$ cat config.mk
export PLATFORM = sky130hd
export DESIGN_NAME = lru_lfu_ttl_result_cache
export DESIGN_NICKNAME = d
export VERILOG_FILES = /design/src/lltc_pkg.sv /design/src/lltc_cfg.sv /design/src/lltc_table.sv /design/src/lru_lfu_ttl_result_cache.sv
export SDC_FILE = /design/constraint.sdc
export NUM_CORES = 2
export LEC_CHECK = 0
export ABC_AREA = 1
export BUFFER_PORTS_ARGS = -buffer_cell sky130_fd_sc_hd__clkbuf_2
export CORE_ASPECT_RATIO = 1.1
export CORE_UTILIZATION = 60
export DETAILED_ROUTE_END_ITERATION = 8
export GPL_ROUTABILITY_DRIVEN = 0
export PLACE_DENSITY = 0.77
export SYNTH_ARGS = -nofsm -noshare
export SYNTH_HDL_FRONTEND = slang
export SYNTH_HIERARCHICAL = 1
export SYNTH_SLANG_ARGS = --single-unit
$ cat constraint.sdc
create_clock -name clk -period 20.8 [get_ports clk]
set_clock_uncertainty 0.05 [all_clocks]
set_input_delay 1.04 -clock clk [delete_from_list [all_inputs] [get_ports clk]]
set_output_delay 1.04 -clock clk [all_outputs]
set_load 0.02 [all_outputs]
$ cat src/lltc_pkg.sv
// Shared types and constants for the result cache
package lltc_pkg;

    localparam int ENTRIES_DEF  = 16;
    localparam int OVERHEAD_DEF = 120;
    localparam int COST_W       = 15;
    localparam int DIM_W        = 13;
    localparam int K_W          = 16;
    localparam int MET_W        = 8;
    localparam int CNT_IN_W     = 11;
    localparam int ADDR_W       = 5;
    localparam int MEMUSED_W    = 20;

    localparam logic [DIM_W-1:0]    DIM_MAX   = 13'd4096;
    localparam logic [CNT_IN_W-1:0] COUNT_MAX = 11'd1024;
    localparam logic [31:0]         ALL32     = 32'hFFFF_FFFF;

    localparam logic [4:0]  MAX_ENTRIES_RST = 5'd16;
    localparam logic [31:0] MAX_MEMORY_RST  = 32'd67108864;
    localparam logic [31:0] TTL_RST         = 32'd60;

    typedef enum logic [2:0] {
        ACT_LOOKUP   = 3'd0,
        ACT_STORE    = 3'd1,
        ACT_MUTATION = 3'd2,
        ACT_INVALL   = 3'd3,
        ACT_TICK     = 3'd4,
        ACT_CLEAR    = 3'd5
    } action_t;

    typedef enum logic [2:0] {
        ST_MISS   = 3'd0,
        ST_HIT    = 3'd1,
        ST_STORED = 3'd2,
        ST_DONE   = 3'd3,
        ST_REJECT = 3'd4
    } status_t;

    typedef enum logic [2:0] {
        REG_POLICY   = 3'd0,
        REG_MAX_ENT  = 3'd1,
        REG_MAX_MEM  = 3'd2,
        REG_TTL      = 3'd3,
        REG_MUT_LIM  = 3'd4
    } reg_idx_t;

    typedef enum logic [2:0] {
        TOP_NONE   = 3'd0,
        TOP_DROP   = 3'd1,
        TOP_TOUCH  = 3'd2,
        TOP_INSERT = 3'd3,
        TOP_FLUSH  = 3'd4
    } tbl_op_t;

    typedef struct packed {
        logic [63:0]       key;
        logic [DIM_W-1:0]  dim;
        logic [K_W-1:0]    k;
        logic [MET_W-1:0]  metric;
        logic [31:0]       created;
        logic [COST_W-1:0] cost;
    } entry_t;

    typedef struct packed {
        tbl_op_t     op;
        entry_t      ent;
        logic [31:0] uses;
    } tbl_cmd_t;

    typedef struct packed {
        logic        policy;
        logic [4:0]  entry_limit;
        logic [31:0] max_memory;
        logic [31:0] ttl_limit;
        logic [31:0] mutation_limit;
    } cfg_t;

    function automatic logic [31:0] sat_inc(input logic [31:0] a);
        sat_inc = (a == ALL32) ? a : a + 32'd1;
    endfunction

endpackage

$ cat src/lltc_cfg.sv
// APB configuration registers
module lltc_cfg (
    input  logic                           clk,
    input  logic                           rst_n,
    input  logic                           psel,
    input  logic                           penable,
    input  logic                           pwrite,
    input  logic [lltc_pkg::ADDR_W-1:0]    paddr,
    input  logic [31:0]                    pwdata,
    output logic [31:0]                    prdata,
    output logic                           pready,
    output lltc_pkg::cfg_t                 cfg
);

    lltc_pkg::cfg_t cfg_reg;
    logic [2:0]     ridx;

    assign ridx   = paddr[4:2];
    assign pready = 1'b1;
    assign cfg    = cfg_reg;

    always_ff @(posedge clk or negedge rst_n) begin
        if (!rst_n)
        begin
            cfg_reg.policy         <= 1'b0;
            cfg_reg.entry_limit    <= lltc_pkg::MAX_ENTRIES_RST;
            cfg_reg.max_memory     <= lltc_pkg::MAX_MEMORY_RST;
            cfg_reg.ttl_limit      <= lltc_pkg::TTL_RST;
            cfg_reg.mutation_limit <= '0;
        end
        else if (psel && penable && pwrite)
        begin
            unique case (ridx)
                lltc_pkg::REG_POLICY:  cfg_reg.policy         <= pwdata[0];
                lltc_pkg::REG_MAX_ENT: cfg_reg.entry_limit    <= pwdata[4:0];
                lltc_pkg::REG_MAX_MEM: cfg_reg.max_memory     <= pwdata;
                lltc_pkg::REG_TTL:     cfg_reg.ttl_limit      <= pwdata;
                lltc_pkg::REG_MUT_LIM: cfg_reg.mutation_limit <= pwdata;
                default: ;
            endcase
        end
    end

    always_comb begin
        unique case (ridx)
            lltc_pkg::REG_POLICY:  prdata = {31'd0, cfg_reg.policy};
            lltc_pkg::REG_MAX_ENT: prdata = {27'd0, cfg_reg.entry_limit};
            lltc_pkg::REG_MAX_MEM: prdata = cfg_reg.max_memory;
            lltc_pkg::REG_TTL:     prdata = cfg_reg.ttl_limit;
            lltc_pkg::REG_MUT_LIM: prdata = cfg_reg.mutation_limit;
            default:               prdata = '0;
        endcase
    end

endmodule

$ cat src/lltc_table.sv
// Slot table: entry memory, use counts, valid bits and recency ranks
module lltc_table #(
    parameter int ENTRIES = lltc_pkg::ENTRIES_DEF,
    localparam int IDX_W  = $clog2(ENTRIES)
) (
    input  logic                 clk,
    input  logic                 rst_n,
    input  lltc_pkg::tbl_cmd_t   cmd,
    input  logic [IDX_W-1:0]     cmd_idx,
    input  logic [IDX_W-1:0]     cmd_rank,
    input  logic [IDX_W-1:0]     rd_idx,
    output lltc_pkg::entry_t     rd_ent,
    output logic [31:0]          rd_uses,
    output logic [IDX_W-1:0]     rd_rank,
    output logic                 rd_valid,
    output logic                 free_have,
    output logic [IDX_W-1:0]     free_idx
);

    lltc_pkg::entry_t ent_mem [ENTRIES];
    logic [31:0]      uses_mem [ENTRIES];
    logic [IDX_W-1:0] rank_reg [ENTRIES];
    logic [ENTRIES-1:0] valid_reg;

    lltc_pkg::entry_t rd_ent_reg;
    logic [31:0]      rd_uses_reg;
    logic [IDX_W-1:0] rd_rank_reg;
    logic             rd_valid_reg;

    assign rd_ent   = rd_ent_reg;
    assign rd_uses  = rd_uses_reg;
    assign rd_rank  = rd_rank_reg;
    assign rd_valid = rd_valid_reg;

    always_ff @(posedge clk) begin
        if (cmd.op == lltc_pkg::TOP_INSERT)
        begin
            ent_mem[cmd_idx] <= cmd.ent;
        end
        if (cmd.op == lltc_pkg::TOP_INSERT || cmd.op == lltc_pkg::TOP_TOUCH)
        begin
            uses_mem[cmd_idx] <= cmd.uses;
        end
        rd_ent_reg   <= ent_mem[rd_idx];
        rd_uses_reg  <= uses_mem[rd_idx];
        rd_rank_reg  <= rank_reg[rd_idx];
        rd_valid_reg <= valid_reg[rd_idx];
    end

    // ranks shift around the dropped, touched or inserted entry; all in parallel
    always_ff @(posedge clk) begin
        for (int j = 0; j < ENTRIES; j++)
        begin
            case (cmd.op)
                lltc_pkg::TOP_DROP:
                    if (valid_reg[j] && IDX_W'(j) != cmd_idx && rank_reg[j] > cmd_rank)
                        rank_reg[j] <= rank_reg[j] - 1'b1;
                lltc_pkg::TOP_TOUCH:
                    if (IDX_W'(j) == cmd_idx)
                        rank_reg[j] <= '0;
                    else if (valid_reg[j] && rank_reg[j] < cmd_rank)
                        rank_reg[j] <= rank_reg[j] + 1'b1;
                lltc_pkg::TOP_INSERT:
                    if (IDX_W'(j) == cmd_idx)
                        rank_reg[j] <= '0;
                    else if (valid_reg[j])
                        rank_reg[j] <= rank_reg[j] + 1'b1;
                default: ;
            endcase
        end
    end

    always_ff @(posedge clk or negedge rst_n) begin
        if (!rst_n)
        begin
            valid_reg <= '0;
        end
        else
        begin
            case (cmd.op)
                lltc_pkg::TOP_DROP:   valid_reg[cmd_idx] <= 1'b0;
                lltc_pkg::TOP_INSERT: valid_reg[cmd_idx] <= 1'b1;
                lltc_pkg::TOP_FLUSH:  valid_reg <= '0;
                default: ;
            endcase
        end
    end

    // lowest free slot
    always_comb begin
        free_have = 1'b0;
        free_idx  = '0;
        for (int j = ENTRIES - 1; j >= 0; j--)
        begin
            if (!valid_reg[j])
            begin
                free_have = 1'b1;
                free_idx  = IDX_W'(j);
            end
        end
    end

endmodule

$ cat src/lru_lfu_ttl_result_cache.sv
// Query result cache: sequencer, slot scan unit and statistics
// Fully associative cache of ENTRIES slots, one request at a time. A lookup scans
// the slots through the table read port and then resolves, ending the scan early
// on a hit. A store goes through check, duplicate scan, resolve and insert, and
// each eviction adds check, victim scan and drop. Mutation, flush, tick,
// statistics and rejected requests give their result in the cycle after
// acceptance. All of it goes through the single registered read port of the
// slot table and the one compare unit on its output. A result is held on the
// output until taken; in_ready is high only while idle, so the next request is
// accepted in the cycle after the result is taken at the earliest.
module lru_lfu_ttl_result_cache #(
    parameter int ENTRIES        = lltc_pkg::ENTRIES_DEF,
    parameter int ENTRY_OVERHEAD = lltc_pkg::OVERHEAD_DEF,
    localparam int IDX_W = $clog2(ENTRIES),
    localparam int CNT_W = $clog2(ENTRIES + 1)
) (
    input  logic                              clk,
    input  logic                              rst_n,
    input  logic                              psel,
    input  logic                              penable,
    input  logic                              pwrite,
    input  logic [lltc_pkg::ADDR_W-1:0]       paddr,
    input  logic [31:0]                       pwdata,
    output logic [31:0]                       prdata,
    output logic                              pready,
    input  logic                              in_valid,
    output logic                              in_ready,
    input  logic [2:0]                        action,
    input  logic [63:0]                       query_key,
    input  logic [lltc_pkg::DIM_W-1:0]        vector_dimension,
    input  logic [lltc_pkg::K_W-1:0]          result_k,
    input  logic [lltc_pkg::MET_W-1:0]        metric,
    input  logic [lltc_pkg::CNT_IN_W-1:0]     result_count,
    output logic                              out_valid,
    input  logic                              out_ready,
    output logic [2:0]                        status,
    output logic [IDX_W-1:0]                  slot,
    output logic [31:0]                       hit_count,
    output logic [31:0]                       miss_count,
    output logic [31:0]                       eviction_count,
    output logic [31:0]                       invalidation_count,
    output logic [CNT_W-1:0]                  entry_count,
    output logic [lltc_pkg::MEMUSED_W-1:0]    memory_used
);

    localparam int HB_W  = CNT_W + lltc_pkg::COST_W;
    localparam int LIM_W = (CNT_W > 5) ? CNT_W : 5;

    typedef enum logic [7:0] {
        S_IDLE    = 8'b0000_0001,
        S_CHECK   = 8'b0000_0010,
        S_VICTIM  = 8'b0000_0100,
        S_EVICT   = 8'b0000_1000,
        S_MATCH   = 8'b0001_0000,
        S_RESOLVE = 8'b0010_0000,
        S_INSERT  = 8'b0100_0000,
        S_OUT     = 8'b1000_0000
    } state_t;

    lltc_pkg::cfg_t cfg;

    state_t state_reg, state_next;
    logic is_store_reg, is_store_next;
    lltc_pkg::entry_t req_reg, req_next;
    lltc_pkg::status_t status_reg, status_next;
    logic [IDX_W-1:0] slot_reg, slot_next;

    logic [31:0] hits_reg, hits_next, miss_reg, miss_next;
    logic [31:0] evict_reg, evict_next, inval_reg, inval_next;
    logic [31:0] now_reg, now_next, mut_reg, mut_next;
    logic [CNT_W-1:0] held_reg, held_next;
    logic [HB_W-1:0]  bytes_reg, bytes_next;

    logic [CNT_W-1:0] scan_cnt_reg, scan_cnt_next;
    logic             data_v_reg;
    logic [IDX_W-1:0] data_idx_reg;
    logic             issue, scan_end;

    logic             sel_have_reg, sel_have_next;
    logic [IDX_W-1:0] sel_idx_reg, sel_idx_next;
    logic [IDX_W-1:0] sel_rank_reg, sel_rank_next;
    logic [31:0]      sel_uses_reg, sel_uses_next;
    logic [31:0]      sel_created_reg, sel_created_next;
    logic [lltc_pkg::COST_W-1:0] sel_cost_reg, sel_cost_next;

    lltc_pkg::tbl_cmd_t cmd;
    logic [IDX_W-1:0]   cmd_idx, cmd_rank;
    lltc_pkg::entry_t   rd_ent;
    logic [31:0]        rd_uses;
    logic [IDX_W-1:0]   rd_rank;
    logic               rd_valid;
    logic               free_have;
    logic [IDX_W-1:0]   free_idx;

    logic               hit_match, better;
    logic [LIM_W-1:0]   limit;
    logic               need_evict;
    logic [lltc_pkg::COST_W-1:0] new_cost;
    logic [32:0]        inval_sum;
    logic [31:0]        mut_inc;

    lltc_cfg u_cfg (
        .clk     (clk),
        .rst_n   (rst_n),
        .psel    (psel),
        .penable (penable),
        .pwrite  (pwrite),
        .paddr   (paddr),
        .pwdata  (pwdata),
        .prdata  (prdata),
        .pready  (pready),
        .cfg     (cfg)
    );

    lltc_table #(.ENTRIES(ENTRIES)) u_table (
        .clk       (clk),
        .rst_n     (rst_n),
        .cmd       (cmd),
        .cmd_idx   (cmd_idx),
        .cmd_rank  (cmd_rank),
        .rd_idx    (scan_cnt_reg[IDX_W-1:0]),
        .rd_ent    (rd_ent),
        .rd_uses   (rd_uses),
        .rd_rank   (rd_rank),
        .rd_valid  (rd_valid),
        .free_have (free_have),
        .free_idx  (free_idx)
    );

    assign in_ready           = (state_reg == S_IDLE);
    assign out_valid          = (state_reg == S_OUT);
    assign status             = status_reg;
    assign slot               = slot_reg;
    assign hit_count          = hits_reg;
    assign miss_count         = miss_reg;
    assign eviction_count     = evict_reg;
    assign invalidation_count = inval_reg;
    assign entry_count        = held_reg;
    assign memory_used        = lltc_pkg::MEMUSED_W'(bytes_reg);

    assign issue    = (state_reg == S_VICTIM || state_reg == S_MATCH) &&
                      (scan_cnt_reg != CNT_W'(ENTRIES));
    assign scan_end = (scan_cnt_reg == CNT_W'(ENTRIES)) && !data_v_reg;

    // compare unit on the table read port
    assign hit_match = rd_valid && rd_ent.key == req_reg.key && rd_ent.dim == req_reg.dim &&
                       rd_ent.k == req_reg.k && rd_ent.metric == req_reg.metric;
    always_comb begin
        if (!rd_valid)
            better = 1'b0;
        else if (!sel_have_reg)
            better = 1'b1;
        else if (!cfg.policy)
            better = rd_rank > sel_rank_reg;
        else
            better = (rd_uses < sel_uses_reg) ||
                     (rd_uses == sel_uses_reg && rd_rank > sel_rank_reg);
    end

    assign limit = (LIM_W'(cfg.entry_limit) > LIM_W'(ENTRIES)) ? LIM_W'(ENTRIES)
                                                               : LIM_W'(cfg.entry_limit);
    assign need_evict = (held_reg != '0) &&
                        ((LIM_W'(held_reg) >= limit) ||
                         (33'(bytes_reg) + 33'(req_reg.cost) > 33'(cfg.max_memory)));

    assign new_cost = lltc_pkg::COST_W'(ENTRY_OVERHEAD) +
                      (lltc_pkg::COST_W'(vector_dimension) << 2) +
                      (lltc_pkg::COST_W'(result_count) << 3) +
                      (lltc_pkg::COST_W'(result_count) << 2);
    assign inval_sum = 33'(inval_reg) + 33'(held_reg);
    assign mut_inc   = lltc_pkg::sat_inc(mut_reg);

    always_comb begin
        state_next       = state_reg;
        is_store_next    = is_store_reg;
        req_next         = req_reg;
        status_next      = status_reg;
        slot_next        = slot_reg;
        hits_next        = hits_reg;
        miss_next        = miss_reg;
        evict_next       = evict_reg;
        inval_next       = inval_reg;
        now_next         = now_reg;
        mut_next         = mut_reg;
        held_next        = held_reg;
        bytes_next       = bytes_reg;
        scan_cnt_next    = issue ? scan_cnt_reg + 1'b1 : scan_cnt_reg;
        sel_have_next    = sel_have_reg;
        sel_idx_next     = sel_idx_reg;
        sel_rank_next    = sel_rank_reg;
        sel_uses_next    = sel_uses_reg;
        sel_created_next = sel_created_reg;
        sel_cost_next    = sel_cost_reg;
        cmd.op           = lltc_pkg::TOP_NONE;
        cmd.ent          = req_reg;
        cmd.uses         = 32'd1;
        cmd_idx          = sel_idx_reg;
        cmd_rank         = sel_rank_reg;

        unique case (state_reg)
            S_IDLE:
            begin
                if (in_valid)
                begin
                    state_next    = S_OUT;
                    status_next   = lltc_pkg::ST_DONE;
                    slot_next     = '0;
                    req_next.key     = query_key;
                    req_next.dim     = vector_dimension;
                    req_next.k       = result_k;
                    req_next.metric  = metric;
                    req_next.created = now_reg;
                    req_next.cost    = new_cost;
                    scan_cnt_next = '0;
                    sel_have_next = 1'b0;
                    case (action)
                        lltc_pkg::ACT_LOOKUP:
                            if (vector_dimension == '0 || result_k == '0)
                                status_next = lltc_pkg::ST_REJECT;
                            else
                            begin
                                is_store_next = 1'b0;
                                state_next    = S_MATCH;
                            end
                        lltc_pkg::ACT_STORE:
                            if (vector_dimension == '0 || vector_dimension > lltc_pkg::DIM_MAX ||
                                result_count > lltc_pkg::COUNT_MAX)
                                status_next = lltc_pkg::ST_REJECT;
                            else
                            begin
                                is_store_next = 1'b1;
                                state_next    = S_CHECK;
                            end
                        lltc_pkg::ACT_MUTATION:
                        begin
                            mut_next = mut_inc;
                            if (cfg.mutation_limit != '0 && mut_inc >= cfg.mutation_limit)
                            begin
                                cmd.op     = lltc_pkg::TOP_FLUSH;
                                inval_next = inval_sum[32] ? lltc_pkg::ALL32 : inval_sum[31:0];
                                held_next  = '0;
                                bytes_next = '0;
                                mut_next   = '0;
                            end
                        end
                        lltc_pkg::ACT_INVALL:
                        begin
                            cmd.op     = lltc_pkg::TOP_FLUSH;
                            inval_next = inval_sum[32] ? lltc_pkg::ALL32 : inval_sum[31:0];
                            held_next  = '0;
                            bytes_next = '0;
                            mut_next   = '0;
                        end
                        lltc_pkg::ACT_TICK:
                            now_next = now_reg + 32'd1;
                        lltc_pkg::ACT_CLEAR:
                        begin
                            hits_next  = '0;
                            miss_next  = '0;
                            evict_next = '0;
                            inval_next = '0;
                        end
                        default:
                            status_next = lltc_pkg::ST_REJECT;
                    endcase
                end
            end

            S_CHECK:
            begin
                scan_cnt_next = '0;
                sel_have_next = 1'b0;
                state_next    = need_evict ? S_VICTIM : S_MATCH;
            end

            S_VICTIM:
            begin
                if (data_v_reg && better)
                begin
                    sel_have_next = 1'b1;
                    sel_idx_next  = data_idx_reg;
                    sel_rank_next = rd_rank;
                    sel_uses_next = rd_uses;
                    sel_cost_next = rd_ent.cost;
                end
                if (scan_end)
                    state_next = S_EVICT;
            end

            S_EVICT:
            begin
                cmd.op     = lltc_pkg::TOP_DROP;
                held_next  = held_reg - 1'b1;
                bytes_next = bytes_reg - HB_W'(sel_cost_reg);
                evict_next = lltc_pkg::sat_inc(evict_reg);
                state_next = S_CHECK;
            end

            S_MATCH:
            begin
                if (data_v_reg && hit_match)
                begin
                    sel_have_next    = 1'b1;
                    sel_idx_next     = data_idx_reg;
                    sel_rank_next    = rd_rank;
                    sel_uses_next    = rd_uses;
                    sel_created_next = rd_ent.created;
                    sel_cost_next    = rd_ent.cost;
                    state_next       = S_RESOLVE;
                end
                else if (scan_end)
                    state_next = S_RESOLVE;
            end

            S_RESOLVE:
            begin
                if (is_store_reg)
                begin
                    if (sel_have_reg)
                    begin
                        cmd.op     = lltc_pkg::TOP_DROP;
                        held_next  = held_reg - 1'b1;
                        bytes_next = bytes_reg - HB_W'(sel_cost_reg);
                    end
                    state_next = S_INSERT;
                end
                else
                begin
                    state_next = S_OUT;
                    if (sel_have_reg && cfg.ttl_limit != '0 &&
                        (now_reg - sel_created_reg) > cfg.ttl_limit)
                    begin
                        // expired: drop and count as a miss
                        cmd.op      = lltc_pkg::TOP_DROP;
                        held_next   = held_reg - 1'b1;
                        bytes_next  = bytes_reg - HB_W'(sel_cost_reg);
                        inval_next  = lltc_pkg::sat_inc(inval_reg);
                        miss_next   = lltc_pkg::sat_inc(miss_reg);
                        status_next = lltc_pkg::ST_MISS;
                    end
                    else if (sel_have_reg)
                    begin
                        cmd.op      = lltc_pkg::TOP_TOUCH;
                        cmd.uses    = lltc_pkg::sat_inc(sel_uses_reg);
                        hits_next   = lltc_pkg::sat_inc(hits_reg);
                        status_next = lltc_pkg::ST_HIT;
                        slot_next   = sel_idx_reg;
                    end
                    else
                    begin
                        miss_next   = lltc_pkg::sat_inc(miss_reg);
                        status_next = lltc_pkg::ST_MISS;
                    end
                end
            end

            S_INSERT:
            begin
                state_next = S_OUT;
                cmd_idx    = free_idx;
                if (free_have)
                begin
                    cmd.op      = lltc_pkg::TOP_INSERT;
                    held_next   = held_reg + 1'b1;
                    bytes_next  = bytes_reg + HB_W'(req_reg.cost);
                    status_next = lltc_pkg::ST_STORED;
                    slot_next   = free_idx;
                end
                else
                    status_next = lltc_pkg::ST_REJECT;
            end

            S_OUT:
            begin
                if (out_ready)
                    state_next = S_IDLE;
            end

            default:
                state_next = S_IDLE;
        endcase
    end

    always_ff @(posedge clk or negedge rst_n) begin
        if (!rst_n)
        begin
            state_reg    <= S_IDLE;
            hits_reg     <= '0;
            miss_reg     <= '0;
            evict_reg    <= '0;
            inval_reg    <= '0;
            now_reg      <= '0;
            mut_reg      <= '0;
            held_reg     <= '0;
            bytes_reg    <= '0;
            scan_cnt_reg <= '0;
            data_v_reg   <= 1'b0;
            sel_have_reg <= 1'b0;
            is_store_reg <= 1'b0;
        end
        else
        begin
            state_reg    <= state_next;
            hits_reg     <= hits_next;
            miss_reg     <= miss_next;
            evict_reg    <= evict_next;
            inval_reg    <= inval_next;
            now_reg      <= now_next;
            mut_reg      <= mut_next;
            held_reg     <= held_next;
            bytes_reg    <= bytes_next;
            scan_cnt_reg <= scan_cnt_next;
            data_v_reg   <= issue;
            sel_have_reg <= sel_have_next;
            is_store_reg <= is_store_next;
        end
    end

    always_ff @(posedge clk) begin
        req_reg         <= req_next;
        status_reg      <= status_next;
        slot_reg        <= slot_next;
        data_idx_reg    <= scan_cnt_reg[IDX_W-1:0];
        sel_idx_reg     <= sel_idx_next;
        sel_rank_reg    <= sel_rank_next;
        sel_uses_reg    <= sel_uses_next;
        sel_created_reg <= sel_created_next;
        sel_cost_reg    <= sel_cost_next;
    end

endmodule

**After elaboration in Yosys (flattened, before gate mapping)**

Memory sizes are Yosys's and may differ from the RTL's. A register that Yosys moved wholly into a read port is not among the register bits.
Index checks and enable logic that the tools add are counted.

- Flip-flop bits (word level): 598
- Memory bits (writable): 2944
- Word-level logic and storage cells: 865
- Memories kept: 3

- Add/sub/neg operators: 50
- Magnitude comparators: 44
- Equality and inequality tests: 87
- Muxes and demuxes: 469
- Bitwise logic cells: 67
- Reduce and logical (&&, ||, !) cells: 111

Memory list:

| name | depth | width | read ports | clocked after memory_dff | wr ports | RTL line | source |
|---|---|---|---|---|---|---|---|
| u_table.ent_mem | 16 | 148 | 1 | 1 | 1 | lltc_table.sv:20 | `lltc_pkg::entry_t ent_mem [ENTRIES];` |
| u_table.uses_mem | 16 | 32 | 1 | 1 | 1 | lltc_table.sv:21 | `logic [31:0] uses_mem [ENTRIES];` |
| u_table.rank_reg | 16 | 4 | 17 | 1 | 16 | lltc_table.sv:22 | `logic [IDX_W-1:0] rank_reg [ENTRIES];` |

Operator list:

| operator | number |
|---|---|
| $mux W32 | 26 |
| $pmux W32 S2 | 6 |
| $mux W4 | 90 |
| $mux W1 | 287 |
| $add A32 B1 Y32 const B | 7 |
| $eq A32 B32 Y1 const B | 6 |
| $pmux W32 S5 | 1 |
| $mux W20 | 6 |
| $pmux W32 S3 | 1 |
| $pmux W20 S4 | 1 |
| $gt A4 B4 Y1 | 17 |
| $add A4 B1 Y4 const B | 16 |
| $eq A64 B64 Y1 | 1 |
| $logic_and A1 B1 Y1 | 64 |
| $lt A4 B4 Y1 | 16 |
| $mux W8 | 8 |
| $or A1 B1 Y1 | 64 |
| $pmux W8 S8 | 1 |
| $reduce_bool A32 Y1 | 2 |
| $sub A4 B1 Y4 const B | 16 |
| $mux W5 | 10 |
| $pmux W16 S3 | 1 |
| $pmux W20 S2 | 1 |
| $add A32 B5 Y33 | 1 |
| other kinds (86) | 179 |

**Depth between registers and ports, before layout**

- Depth after elaboration: 27
- Gate-level depth with buffers: 43
- Depth with buffers taken out: 40

**Modules after synthesis**

Netlist, hierarchy kept.

Modules (own cells, without submodules):

| module | times used | cells an instance | area an instance (um^2) |
|---|---|---|---|
| lltc_table | 1 | 8984 | 122168.4 |
| lru_lfu_ttl_result_cache | 1 | 4371 | 33902.5 |
| lltc_cfg | 1 | 577 | 4596.9 |

**Worst setup path after synthesis**

Ideal clock, no wire load.

- Kind: reg-to-reg
- From: register now_reg[0]
- To: memory u_table/ent_mem[7][0] in the netlist's numbering, enable pin
- Library setup time: 0.837 ns
- Arrival: 14.094 ns
- Required time: 19.913 ns
- Setup slack: 5.820 ns
- Stages on the path, launching flop included: 35
- Path buffers: 3
- Cells stage by stage: dfrtp_1 > inv_1 > ha_1 > inv_1 > fa_1 > nand3_1 > nand2_1 > nand3_1 > nand2_1 > nand3_1 > nand2_1 > nand3_1 > nand3_1 > nand2_1 > nand2_1 > a21oi_1 > xor2_1 > ha_1 > nand2_1 > nor2_1 > nand4_1 > inv_1 > nand2_1 > nor2_1 > nor3_1 > nand2_1 > nand3_2 > clkbuf_1 > nand2_1 > inv_2 > nor2_2 > inv_2 > buf_6 > clkbuf_1 > nor3_1

RTL lines:

| what | RTL line | source |
|---|---|---|
| start: declaration | lru_lfu_ttl_result_cache.sv:70 | `logic [31:0] now_reg, now_next, mut_reg, mut_next;` |
| start signal: assignment | lru_lfu_ttl_result_cache.sv:408 | `now_reg <= now_next;` |
| end: declaration | lltc_table.sv:20 |  |

==> flow_results.org <==
** Clock network
- Clock latency reported for the late side of the worst-skew pair :: 930 ps
- Clock-pin slew was measured on the worst setup and hold paths at 60 ps.
- Counting the buffers created by CTS gives around 370.
- Once the clock tree was built, the setup fixing pass inserted 0 buffers.
- Clock tree from TritonCTS :: done
- Post-CTS Hold Fix Bufs :: 0
- After clock tree synthesis, the repair step resized 0 gates.
- H-tree depth reported by CTS :: 5
- Clk root buf :: sky130_fd_sc_hd__clkbuf_16
- Maximum clock path buffer count :: 4
- For this design, the sink count on the clock tree is roughly 3700.

** Floorplan
- Number of ports placed on the die boundary :: ~350
- In this run the vertical extent of the chip is around 540 um.
- Measured along the x axis, the die boundary spans between 400 and 500 um.
- Rows :: slightly below 200
- Once the floorplan was initialized, standard cells occupied around three fifths of the core.
- The die covers around 270000 um2.
- Core area :: roughly 270000 um2

** Finish
- Flip-flop count of the largest register, all copies and words added :: around 2400
- Compared with the post-synthesis result, the final layout area differs by 10.5%.
- The sequential cells in the finished layout cover a total of 108000 um2.
- The final layout contains between 10000 and 15000 nets.
- Final non-filler cell total :: roughly 18000
- Summing all multi-input logic gate instances after layout gives between 40000 and 50000 um2.
- Fill cells in the final layout number roughly 19000.
- Cells with a size suffix above 1 make up 8.50% of the layout.

** Routing
- After detailed routing, the total wire length is roughly 430000 um.
- Iter 0 DRT Violations :: between 10000 and 15000
- The first detailed-routing pass ran for 6 iterations.
- For this block, the via count after detailed routing is between 100k and 150k.
- Wirelength per Cell :: about 24 um
- In this run the remaining antenna-violating nets after routing total 0.
- DRC violation count after routing :: 0
- Ratio of routed vias to standard cells :: ~6.3

** Worst setup path
- Count of cells along the worst register-to-register path :: 33
- Of all nets on the critical path, the largest fanout is 52.
- The worst setup path is of the flop to flop kind.
- For this design, the slowest cell found on the critical path is sky130_fd_sc_hd__buf_4.
- The worst setup path is launched from a flop.
- On the critical path the largest part of the delay comes from buffers and inverters.
- Crit-path max cell delay :: 1030 ps
- Cell depth of the worst setup path :: 33
- STA puts the critical path data arrival time at about 9800 ps.
- By instance count, the cell type seen most on the critical path is sky130_fd_sc_hd__nand2_1.
- For the worst setup path, the data required time is 21250 ps.
- The critical path contains buffers and inverters numbering 8 combined.
- STA classifies the critical path endpoint as a flop.

** Placement
- HPWL after DPL :: roughly 230000 um
- Post-placement cell count :: between 15000 and 20000
- Port buffering added 350 buffers.

** Synthesis
- Mean instance size in the synthesized netlist :: about 12 um2
- Synthesized netlist cell count :: 13900
- For this run, the number of Yosys warnings is 6.
- Number of library cell types mapped by synthesis :: 78
- Of the synthesized area, sequential elements account for slightly below 70%.
- For this run, the leading register cell type out of synthesis is sky130_fd_sc_hd__edfxtp_1.
- Synth area leader :: sky130_fd_sc_hd__edfxtp_1
- The mapped netlist covers approximately 160000 um2.
- After synthesis the netlist holds a flip-flop and latch count of between 3000 and 4000.
- Synth top area share :: about three fifths
- FFs w/ async S/R, synth :: around a tenth
- By area the synthesized netlist is led by sky130_fd_sc_hd__edfxtp_1 60%, sky130_fd_sc_hd__o21ai_0 5.9%, sky130_fd_sc_hd__dfrtp_1 5.4%, sky130_fd_sc_hd__nor2_1 4.9%, sky130_fd_sc_hd__nand2_1 3.5%.
- Yosys mapped a number of flops with a built-in enable equal to ~3200.

** Global routing
- First-pass GRT wire length :: between 600000 and 700000 um
- Number of global-route vias before repair :: between 100k and 150k
- Entering global routing, the biggest net connects about 330 pins.
- Gr usage total :: a little over 30%
- After global routing the overflow that remains totals 0.
- Initial antenna violation count :: 14

** STA
- Static timing analysis puts the maximum clock frequency at about 110 MHz.
- Worst slew margin relative to its limit :: roughly 19%
- Crit share post-route :: between 40% and 50%
- Final Hold Fails :: 0
- The count of final max-slew check failures is 0.
- Transition time of the tightest slew-check pin :: roughly 1200 ps
- Adding up every negative setup slack in the final design gives 0 ps.
- After layout, the minimum clock period comes to ~9400 ps.
- Setup repair after global routing left no endpoint under its margin.
- Final setup vio count :: 0

** Power and ir drop
- For this design the static power due to leakage is approximately 0.065 uW.
- VDD sags by at most between 0.0001 and 0.00015 V.
- Pwr per Cell Area :: roughly 110 nW/um2

** Run status
- Result of the run :: complete, no violations

** Hold path
- Worst Hold Class :: input pin to async pin

** Flow run
- Max-cap viol count :: 0
[worst register-to-register path: cells and delay by family, from the launching register on]
kind / cells / cell delay, ps
adders and majority gates: 3 / 810
and+or+nand+nor: 19 / 2980
AOI/OAI and AO/OA: 2 / 780
DFF: 1 / 410
buffers and inverters: 8 / 3740
xor gates and xnor gates: 1 / 170
[cell families (layout without fill, tap and decap cells)]
| logic type | count (synthesis) | after routing | synth area share, % |
|---|---|---|---|
| AOI/OAI and AO/OA | 3410 | 3410 | 12.3 |
| xor gates and xnor gates | 324 | 324 | 1.77 |
| adders and majority gates | 342 | 342 | 2.74 |
| buffers and inverters | 1608 | 2062 | 4.09 |
| DFF | 3724 | 3724 | 67.3 |
| muxes | 16 | 16 | 0.0997 |
| other | 2 | 44 | 0.00467 |
| and+or+nand+nor | 4506 | 4506 | 11.7 |
[layout make-up]
class / instances / area share (%)
well taps: 3500 / 2.47
clock inverters: 188 / 1.14
flip-flops and latches: 3724 / 60.9
multi-input cells: 8631 / 26.1
diodes: 11 / 0.0155
inverters: 890 / 1.91
repair buffers: 489 / 1.73
clock buffers: 495 / 5.74
[cells in the mapped netlist, types with 21 or more instances]
cell	count
sky130_fd_sc_hd__nor3_1	163
sky130_fd_sc_hd__a31oi_1	22
sky130_fd_sc_hd__buf_4	43
sky130_fd_sc_hd__nand4_1	181
sky130_fd_sc_hd__xor2_1	212
sky130_fd_sc_hd__edfxtp_1	3184
sky130_fd_sc_hd__dfxtp_1	189
sky130_fd_sc_hd__o21ai_1	170
sky130_fd_sc_hd__nor4_1	76
sky130_fd_sc_hd__o211ai_1	124
sky130_fd_sc_hd__or2_2	44
sky130_fd_sc_hd__xnor2_1	112
sky130_fd_sc_hd__o22ai_1	453
sky130_fd_sc_hd__inv_2	21
sky130_fd_sc_hd__o221ai_1	356
sky130_fd_sc_hd__nand2_1	1516
sky130_fd_sc_hd__inv_1	865
sky130_fd_sc_hd__buf_1	23
sky130_fd_sc_hd__dfrtp_1	344
sky130_fd_sc_hd__o21ai_0	1890
sky130_fd_sc_hd__buf_2	211
sky130_fd_sc_hd__clkbuf_1	425
sky130_fd_sc_hd__ha_1	326
sky130_fd_sc_hd__a21oi_1	280
sky130_fd_sc_hd__nor2_1	2095
sky130_fd_sc_hd__nand3_1	350
[placed cells by master (no fill, tap or decap), drive strengths merged, types with 19 or more instances in the layout]
cell,synthesis,layout
a21oi,280,280
a31oi,22,22
buf,291,140
bufinv,0,38
clkbuf,427,844
clkinv,2,126
clkinvlp,0,19
conb,2,33
dfrtp,344,344
dfxtp,189,189
edfxtp,3184,3184
ha,326,326
inv,888,895
nand2,1525,1525
nand3,359,359
nand4,182,182
nor2,2113,2113
nor3,177,177
nor4,83,83
o211ai,124,124
o21ai,2062,2062
o221ai,356,356
o22ai,453,453
or2,45,45
xnor2,112,112
xor2,212,212
[layer usage]
layer  GRT usage, %  wire (um)  vias up
li1               -          -    50600
met1           42.0     161000    54200
met2           49.4     197000     6799
met3           6.11      50400     1061
met4           13.1      18200        4
met5              0         25        -
[power breakdown]
part / total [uW] / switching, uW / leakage, uW / internal, uW
Combinational: 3420 / 2400 / 0.0235 / 1010
Clock: 6720 / 2800 / 0.00595 / 3920
Sequential: 9250 / 562 / 0.0358 / 8690
[path summary, 6_finish.rpt]
check	end	from	slack [ps]
min in group clk	cmd[119]	query_key[3]	240
max in group asynchronous	hit_count[21]	rst_n	18310
min reg2reg	sel_created_reg[4]	u_table/rd_ent[19]	350
min	mut_reg[18]	rst_n	90
max	u_table/ent_mem[13][119]	now_reg[0]	11400
max reg2reg	u_table/ent_mem[13][119]	now_reg[0]	11400
[through the flow]
| step | setup slack (ps) | total power [uW] | area (um2) | util [%] | hold WS (ps) |
|---|---|---|---|---|---|
| 3_5_place_dp | 11500 | 12700 | 165000 | 62.3 | 339 |
| 4_1_cts | 11410 | 19300 | 178000 | 66.9 | 103 |
| 6_report | 11400 | 19400 | 178000 | 66.9 | 93.1 |
| 5_1_grt | 11030 | 20100 | 178000 | 66.9 | 174 |
| 3_3_place_gp | 11620 | 12600 | 165000 | 62.3 | 336 |
| 2_1_floorplan | 5820 | 11500 | 161000 | - | 336 |
Note: power is estimated with default switching activity, not from simulation.
